**config.mk**
```make
export PLATFORM = sky130hd
export DESIGN_NAME = wsr_ctrl
export DESIGN_NICKNAME = d
export VERILOG_FILES = /design/src/rtl/wsr_pkg.sv /design/src/rtl/wsr_ctrl.sv
export SDC_FILE = /design/constraint.sdc
export NUM_CORES = 1
export LEC_CHECK = 0
export BUFFER_PORTS_ARGS = -buffer_cell sky130_fd_sc_hd__buf_2
export CORE_MARGIN = 2
export CORE_UTILIZATION = 45
export DETAILED_ROUTE_END_ITERATION = 16
export HOLD_SLACK_MARGIN = 0.06
export PLACE_DENSITY = 0.68
export SYNTH_ARGS = -nofsm -noshare
export SYNTH_HDL_FRONTEND = slang
export SYNTH_SLANG_ARGS = --single-unit
```
**constraint.sdc**
```tcl
create_clock -name clk_i -period 3.9 [get_ports clk_i]
set_clock_uncertainty 0.2 [all_clocks]
set_input_delay 0.39 -clock clk_i [delete_from_list [all_inputs] [get_ports clk_i]]
set_output_delay 0.39 -clock clk_i [all_outputs]
set_load 0.005 [all_outputs]
```
**src/rtl/wsr_pkg.sv**
```systemverilog
// Shared types, constants and command/status structs of the waveform spike remover.
// No dependencies; imported by every other file in rtl/.
package wsr_pkg;

  // Frame geometry and sample format
  localparam int CELLS       = 1024;
  localparam int CHANNELS    = 4;
  localparam int SAMPLE_BITS = 16;
  localparam int CELL_BITS   = $clog2(CELLS);
  localparam int CNT_BITS    = 3;
  localparam int THR_BITS    = 12;
  localparam int CFG_BITS    = 2;
  // sweep counter covers the longest pass plus its drain cycles
  localparam int KW          = $clog2(CELLS + 5);
  // above this many channels the medium threshold confirms
  localparam int CONF_SPLIT  = 3;

  // Register reset values, 0.1 mV units
  localparam logic [THR_BITS-1:0] LOW_RST    = THR_BITS'(50);
  localparam logic [THR_BITS-1:0] MEDIUM_RST = THR_BITS'(75);
  localparam logic [THR_BITS-1:0] HIGH_RST   = THR_BITS'(100);
  localparam logic [THR_BITS-1:0] STEP_RST   = THR_BITS'(148);

  typedef enum logic [CFG_BITS-1:0] {
    REG_LOW, REG_MEDIUM, REG_HIGH, REG_STEP
  } cfg_reg_e;

  typedef enum logic {
    REQ_LOAD, REQ_READ
  } req_e;

  typedef enum logic [1:0] {
    PASS_IDLE, PASS_DETECT, PASS_CORRECT, PASS_SMOOTH
  } pass_e;

  // one cell: all lanes packed, lane 0 in the low bits
  typedef logic [CHANNELS-1:0][SAMPLE_BITS-1:0] cell_vec_t;

  // controller -> datapath: sweep command for this cycle
  typedef struct packed {
    logic            issue;
    pass_e           pass;
    logic [KW-1:0]   k;
  } cmd_t;

  // datapath -> controller
  typedef struct packed {
    logic frame_go;
  } stat_t;

endpackage

```
**src/rtl/wsr_ctrl.sv**
```systemverilog
// Pass sequencer of the waveform spike remover: detect, correct, smooth sweeps.
// Depends on wsr_pkg.
module wsr_ctrl import wsr_pkg::*; (
  input  logic  clk_i,
  input  logic  rst_ni,
  input  stat_t stat_i,
  output cmd_t  cmd_o,
  output logic  busy_o
);

  // last issuing step and last step (end of drain) of each pass
  localparam logic [KW-1:0] DET_LAST = KW'(CELLS + 2);
  localparam logic [KW-1:0] DET_END  = KW'(CELLS + 4);
  localparam logic [KW-1:0] COR_LAST = KW'(CELLS);
  localparam logic [KW-1:0] COR_END  = KW'(CELLS + 2);
  localparam logic [KW-1:0] SMO_LAST = KW'(CELLS + 1);
  localparam logic [KW-1:0] SMO_END  = KW'(CELLS + 3);

  pass_e         state_q, state_d;
  logic [KW-1:0] k_q, k_d;
  logic          issue;

  // state and sweep counter
  always_ff @(posedge clk_i or negedge rst_ni) begin
    if (!rst_ni) begin
      state_q <= PASS_IDLE;
      k_q     <= '0;
    end else begin
      state_q <= state_d;
      k_q     <= k_d;
    end
  end

  // next state and command
  always_comb begin
    state_d = state_q;
    k_d     = k_q + KW'(1);
    issue   = 1'b0;
    case (state_q)
      PASS_IDLE: begin
        k_d = '0;
        if (stat_i.frame_go) state_d = PASS_DETECT;
      end
      PASS_DETECT: begin
        issue = (k_q <= DET_LAST);
        if (k_q == DET_END) begin
          state_d = PASS_CORRECT;
          k_d     = '0;
        end
      end
      PASS_CORRECT: begin
        issue = (k_q <= COR_LAST);
        if (k_q == COR_END) begin
          state_d = PASS_SMOOTH;
          k_d     = '0;
        end
      end
      PASS_SMOOTH: begin
        issue = (k_q <= SMO_LAST);
        if (k_q == SMO_END) begin
          state_d = PASS_IDLE;
          k_d     = '0;
        end
      end
      default: begin
        state_d = PASS_IDLE;
        k_d     = '0;
      end
    endcase
  end

  assign cmd_o.issue = issue;
  assign cmd_o.pass  = state_q;
  assign cmd_o.k     = k_q;
  assign busy_o      = (state_q != PASS_IDLE);

`ifndef SYNTH
  // a frame can only start from idle
  a_go_idle: assert property (@(posedge clk_i) disable iff (!rst_ni)
    stat_i.frame_go |-> state_q == PASS_IDLE)
    else $error("frame start while busy");
  // detect is entered only after a frame start
  a_det_entry: assert property (@(posedge clk_i) disable iff (!rst_ni)
    (state_q == PASS_DETECT && $past(state_q) == PASS_IDLE) |-> $past(stat_i.frame_go))
    else $error("detect pass without frame start");
  // counter never runs past the longest pass
  a_k_bound: assert property (@(posedge clk_i) disable iff (!rst_ni)
    k_q <= DET_END)
    else $error("sweep counter out of range");
`endif

endmodule

```
==> Word level (Yosys, flattened, before mapping) <==
Cells that the tools add are included.
{ "word_totals": {"out_inout_bits": 15, "word_cells": 29, "reg_bits": 13, "inputBits": 3} }
{ "classes": {"n_mux": 10, "order_cmp": 3, "reduce_logical": 3, "n_eq_ne": 10, "add_sub_neg": 1} }
{ "op_table": {"columns": ["cell", "n"], "rows": [
  ["$pmux 11 s4", 1],
  ["$eq 11x11->1 const B", 3],
  ["$le 11x11->1 const B", 3],
  ["$mux 11", 3],
  ["$add 11x1->11 const B", 1],
  ["$mux 2", 4],
  ["$ne 2x2->1 const B", 4],
  ["$pmux 2 s4", 1],
  ["$eq 2x2->1 const B", 2],
  ["$reduce_and 4->1", 1],
  ["$pmux 1 s3", 1],
  ["$eq 2x1->1 const B", 1],
  ["$logic_not 2->1", 1],
  ["$reduce_bool 2->1", 1]
]} }

==> Depth between registers and ports, before layout <==
Gate-level depths: netlist of the first run.
{ "depth": {"depth_word": 3, "ltp_mapped": 7, "depth_no_buf": 6} }

==> Worst setup path before layout of the first run <==
OpenSTA, ideal clock, no wires.
{ "synth_timing": {"path_kind": "register to output", "start": "register k_q[5]", "end": "output port cmd_o[13] (netlist name)", "n_path_buf": 1, "t_required_ns": 3.310, "setup_slack_ns": 1.737, "t_arrival_ns": 1.573, "path_stages_with_launch": 6, "path_cell_list": "dfrtp_1 -> or4_4 -> o31ai_1 -> o21ai_0 -> a21oi_1 -> buf_4"} }
{ "synth_between": {"elab_chain_len": 2, "elab_cells_between_ends": 4, "classes_between": "order compare (3); mux (1)"} }
{ "synth_rtl": {"columns": ["element", "line_no", "rtl"], "rows": [
  ["from (decl)", "wsr_ctrl.sv:20", "logic [KW-1:0] k_q, k_d;"],
  ["from (signal assigned)", "wsr_ctrl.sv:30", "k_q <= k_d;"],
  ["$le 11x11->1 (on tied branches)", "wsr_ctrl.sv:59, wsr_ctrl.sv:52, wsr_ctrl.sv:45", null],
  ["$pmux 1 s3 (*)", "wsr_ctrl.sv:39", "case (state_q)"],
  ["to (decl)", "wsr_ctrl.sv:7", "output cmd_t cmd_o,"]
]} }
Every way passes the cells marked *; elsewhere a longest branch is shown, timed or not.

==> impl_metrics.ini, run 1 <==
[yosys]
yosys.area_share.simple_pct = 20.6
yosys.area.top_type = dfrtp_1
netlist_instances = 85
synth-edff-count = 0
synth_top_family_by_area = simple AND/OR/NAND/NOR gates
synth_xor_area_share_pct = 9.68
synth-seq-cells = 13
synth_flop_cell = dfrtp_1
synthTopCellsByArea = dfrtp_1 (40%), ha_1 (14%), nor2_1 (6.0%), xor2_1 (5.4%), o31ai_1 (4.6%)
synth_mux_area_share_pct = 2.61
synth_compound_area_share_pct = 9.06
yosys.area_share.adder_pct = 13.8
synth_area_per_cell_um2 = 9.58
synth_common_cells = dfrtp_1 (13), nor2_1 (13), ha_1 (9)
synth_top_cell_area_share_pct = 39.9
ys_seq_area_share_pct = 39.9
syn-num-nets = 97
synth_cell_types = 25
ys_warn_count = 0
async_flop_share_pct = 100
syn_area_um2 = 815

[floorplan]
initial_core_util_pct = 47.7
ioPinCount = 18
dieHeight_um = 46.5
die_w_um = 46.5
row_count = 15
dieArea_um2 = 2170
coreArea_um2 = 1710

[pwr]
p_total_w = 0.000220
ir_worst_vdd_uv = 162
leakagePower_nw = 0.466
power_density_nw_per_um2 = 231

[clock_tree]
cts_tree = done
ctsHoldBuffers = 1
clk_latency_ns = 0.27
root_buffer = clkbuf_4
clk_pin_slew_worst_paths_ns = 0.07
postCtsResizedCells = 0
clock_path_buffers = 2
cts.sinks = 13
cts_setup_buffers = 0
h-tree-depth = 1
cts_inserted_buffers = 3

[drt]
drt_iter0_drc = 18
vias = 664
routedWlPerCell_um = 12.1
wl_um = 1570
via_per_inst = 5.11
drt_pre_antenna_iters = 4
antenna_left = 0
route.detailed.drc = 0

[cells_and_area]
multi_input_area_um2 = 454
drive_gt1_share_pct = 21.9
seq_area_um2 = 325
syn2layout_area_growth_pct = 17.2
fin_nets = 118
diodes = 0
num-fill-cells = 165

[sta]
setup_violations = 0
slew_headroom_pct = 74.4
finalHoldViolations = 0
finalCritPeriodShare_pct = 64.7
period_minus_slack_ns = 2.52
worst_slew_pin_slew_ns = 0.384
fmax_mhz = 396
tns_ns = 0
rsz0062_at_grt = false
drv_slew = 0

[place]
place.gp.congestion = 0.819
dp_hpwl_um = 1190
numPortBuffers = 17

[setup_path]
critical_path_class = register to output pin
start_kind = register
r2r-end = k_q[2]
worstPathMaxFanout = 7
rrSetupSlack_ns = 1.66
crit_arrival_ns = 1.93
end_kind = output pin
reg2regPathDepth = 4
r2r-start = k_q[5]
cp.required_ns = 3.31
startpoint = k_q[5]

[global_routing]
overflow = 0
grt_pass1_vias = 579
grt_max_degree = 14
grt_pass1_wl_um = 2610
gr-usage-all-layers_pct = 17.9
antenna_found_initial = 0

[flow_run]
maxCapViolCount = 0

[hold_path]
hold_path.class = input pin to asynchronous set/reset pin

[outcome]
status = complete, no violations
-- critical path: stages, from the launching register on --
cell and delay (ns):
dfrtp_1 0.45, or4_4 0.59, o31ai_1 0.25, o21ai_0 0.11, a21oi_1 0.14, buf_2 0.12
-- cells in the final DEF, fill, tap and decap left out, types with 2 or more instances in the layout --
cell type,synthesis,layout
or4_4,2,2
nor3_1,2,2
nand3_1,4,4
nor2_1,13,13
nand4_1,2,2
ha_1,9,9
nand2_1,7,7
dfrtp_1,13,13
xnor2_1,4,4
xor2_1,5,5
buf_2,1,17
o31ai_1,5,5
inv_1,6,6
clkbuf_4,0,3
-- state kept, by name, indices dropped and copies added, names as in the netlist --
signal,count
state_q,2
k_q,11
-- stage by stage --
| step | setup slack [ns] | hold WS, ns | cell area [um2] | utilization [%] | instances |
|---|---|---|---|---|---|
| floorplan | 1.74 | -0.106 | 815 | - | 85 |
| global placement | 1.69 | 0.0843 | 918 | 53.8 | 125 |
| detailed placement | 1.65 | 0.0926 | 918 | 53.8 | 125 |
| CTS | 1.37 | 0.326 | 955 | 55.9 | 130 |
| global route | 1.22 | 0.342 | 955 | 55.9 | 130 |
| finish | 1.38 | 0.323 | 955 | 55.9 | 130 |
-- how the worst max path moves through the flow --
stage	slack, ns	endpoint
floorplan	1.74	cmd_o[13]
global placement	1.69	k_q[6]
detailed placement	1.65	k_q[6]
CTS	1.37	cmd_o[13]
global route	1.22	cmd_o[13]
finish	1.38	cmd_o[13]
-- logic make-up after synthesis --
kind of cell / count (synthesis)
multiplexers: 2
flip-flops: 13
AO/OA/AOI/OAI: 10
XOR/XNOR: 9
buffers and inverters: 8
AND/OR/NAND/NOR: 34
adder cells (fa/ha/maj): 9
-- area by class of cell --
class	instances	area share [%]
Sequential cell	13	34.1
Tap cell	25	3.28
Inverter	6	2.36
Clock buffer	4	2.75
Timing Repair Buffer	18	9.96
Multi-Input combinational cell	64	47.6
-- layer usage --
layer	vias to the layer above	global-route usage, %	wire [um]
met5	-	0	0
met4	0	10.3	25
met3	4	3.53	46
met2	13	25.3	776
met1	313	25.1	722
li1	334	-	-
-- where the power goes --
| group | internal, W | total, W | switching (W) |
|---|---|---|---|
| clock network | 0.0000397 | 0.0000814 | 0.0000417 |
| logic | 0.00000136 | 0.00000411 | 0.00000274 |
| registers | 0.000135 | 0.000135 | 0 |
Note: power is estimated with default switching activity, not from simulation.
==> run 2: changes to the inputs <==
==> constraint.sdc (replaced) <==
create_clock -name clk_i -period 2.5 [get_ports clk_i]
set_clock_uncertainty 0.2 [all_clocks]
set_input_delay 0.25 -clock clk_i [delete_from_list [all_inputs] [get_ports clk_i]]
set_output_delay 0.25 -clock clk_i [all_outputs]
set_load 0.005 [all_outputs]
==> run 2 against run 1 <==
Net effect:
- final cell count increased by 2.3%
- count of clock-buffer cells in the layout unchanged
- core utilization increased by 1.8 points
- die area unchanged
- sequential power increased by 56%
- critical path type unchanged
- highest routed layer unchanged
==> impl_metrics.ini, run 2 (synthesis gave the netlist of run 1 again) <==
[place]
numPortBuffers = 17
dp_hpwl_um = 1220
place.gp.congestion = 0.801
place_ws_ns = 0.258

[global_routing]
gr-usage-all-layers_pct = 19.3
grt_max_degree = 14
grt_pass1_wl_um = 2820
grt_pass1_vias = 601
overflow = 0
antenna_found_initial = 0

[drt]
wl_met3_um = 42
wl_um = 1710
met1_length_um = 758
route.detailed.drc = 0
top_layer = met4
via_per_inst = 5.20
drt_iter0_drc = 9
vias = 692
antenna_left = 0
drt_pre_antenna_iters = 4
routedWlPerCell_um = 12.8
wl_met2_um = 874

[flow_run]
maxCapViolCount = 0

[clock_tree]
root_buffer = clkbuf_4
clk_latency_ns = 0.28
clock_path_buffers = 2
clk_pin_slew_worst_paths_ns = 0.07
cts_tree = done
h-tree-depth = 1
cts_inserted_buffers = 3
cts.sinks = 13

[sta]
period_minus_slack_ns = 2.36
finalCritPeriodShare_pct = 94.3
worst_slew_pin_slew_ns = 0.373
tns_ns = 0
finalHoldViolations = 0
fmax_mhz = 424
slew_headroom_pct = 75.2
drv_slew = 0
final.setup.worst_slack_ns = 0.142
setup_violations = 0
rsz0062_at_grt = false

[floorplan]
dieArea_um2 = 2170
ioPinCount = 18
die_w_um = 46.5
row_count = 15
coreArea_um2 = 1710
initial_core_util_pct = 47.7
dieHeight_um = 46.5

[setup_path]
cp.required_ns = 2.05
start_kind = register
r2r-end = state_q[1]
r2r-start = k_q[6]
rrSetupSlack_ns = 0.31
end_kind = output pin
worstPathMaxFanout = 7
crit_arrival_ns = 1.91
critical_path_class = register to output pin
reg2regPathDepth = 4

[pwr]
power_density_nw_per_um2 = 352
leakagePower_nw = 0.478
ir_worst_vdd_uv = 318

[cells_and_area]
syn2layout_area_growth_pct = 21.0
drive_gt1_share_pct = 27.8
top_register = k_q
largest_reg_flops = 11
final_cell_mix = buf_2 (17), nor2_1 (13), dfrtp_1 (10)
mostFrequentLayoutCell = buf_2
fin_nets = 121
reg_top3 = k_q x11, state_q x2
diodes = 0
final_util_pct = 57.7

[hold_path]
hold_path.class = input pin to asynchronous set/reset pin

[outcome]
status = complete, no violations
==> run 2: worst max path at each step <==
| stage | from | endpoint | slack, ns | cells after the start |
|---|---|---|---|---|
| finish | k_q[3] | cmd_o[13] | 0.14 | 5 |
| global route | k_q[6] | cmd_o[13] | 0.03 | 5 |
| CTS | k_q[2] | cmd_o[13] | 0.08 | 5 |
| detailed placement | k_q[5] | k_q[5] | 0.26 | 4 |
| global placement | k_q[2] | k_q[2] | 0.31 | 4 |
| floorplan | k_q[5] | state_q[1] | 0.39 | 4 |
==> run 2: metrics by stage <==
stage / cell area (um2) / std cells / hold slack, ns / power, W
2_1_floorplan: 815 / 85 / -0.246 / 0.000214
3_3_place_gp: 918 / 125 / -0.0562 / 0.000220
3_5_place_dp: 918 / 125 / -0.0525 / 0.000220
4_1_cts: 955 / 130 / 0.171 / 0.000353
5_1_grt: 986 / 133 / 0.174 / 0.000361
6_report: 986 / 133 / 0.166 / 0.000347
==> run 2: where the power goes <==
group	switching [W]	total (W)	internal [W]
sequential	0	0.000210	0.000210
combinational	0.00000427	0.00000639	0.00000212
clock	0.0000685	0.000131	0.0000621
total	0.0000727	0.000347	0.000274
==> run 2: metal layers <==
layer	up-vias	GRT usage, %
met5	-	0
met2	13	27.8
met4	0	12.0
met1	336	26.5
li1	339	-
met3	4	3.53
==> run 2: final cells by class <==
cell class | instances | area [um2]
fill | 166 | 722
multi-input combinational | 64 | 459
sequential | 13 | 329
timing repair buffer | 21 | 118
tap | 25 | 31.3
clock buffer | 4 | 26.3
inverter | 6 | 22.5
==> run 2: worst max-delay path, stage by stage (launching register included) <==
cell     delay, ns
dfrtp_1       0.45
or4_4         0.57
o31ai_1       0.27
nand2_1       0.09
a21oi_1       0.12
buf_2         0.13
==> run 2: timing repair <==
item                       4_1_cts  5_1_grt
hold buffers                     1        0
setup endpoints to repair        0        1
buffers inserted                 0        3
hold endpoints to repair        13        0
gates resized for setup          0        5
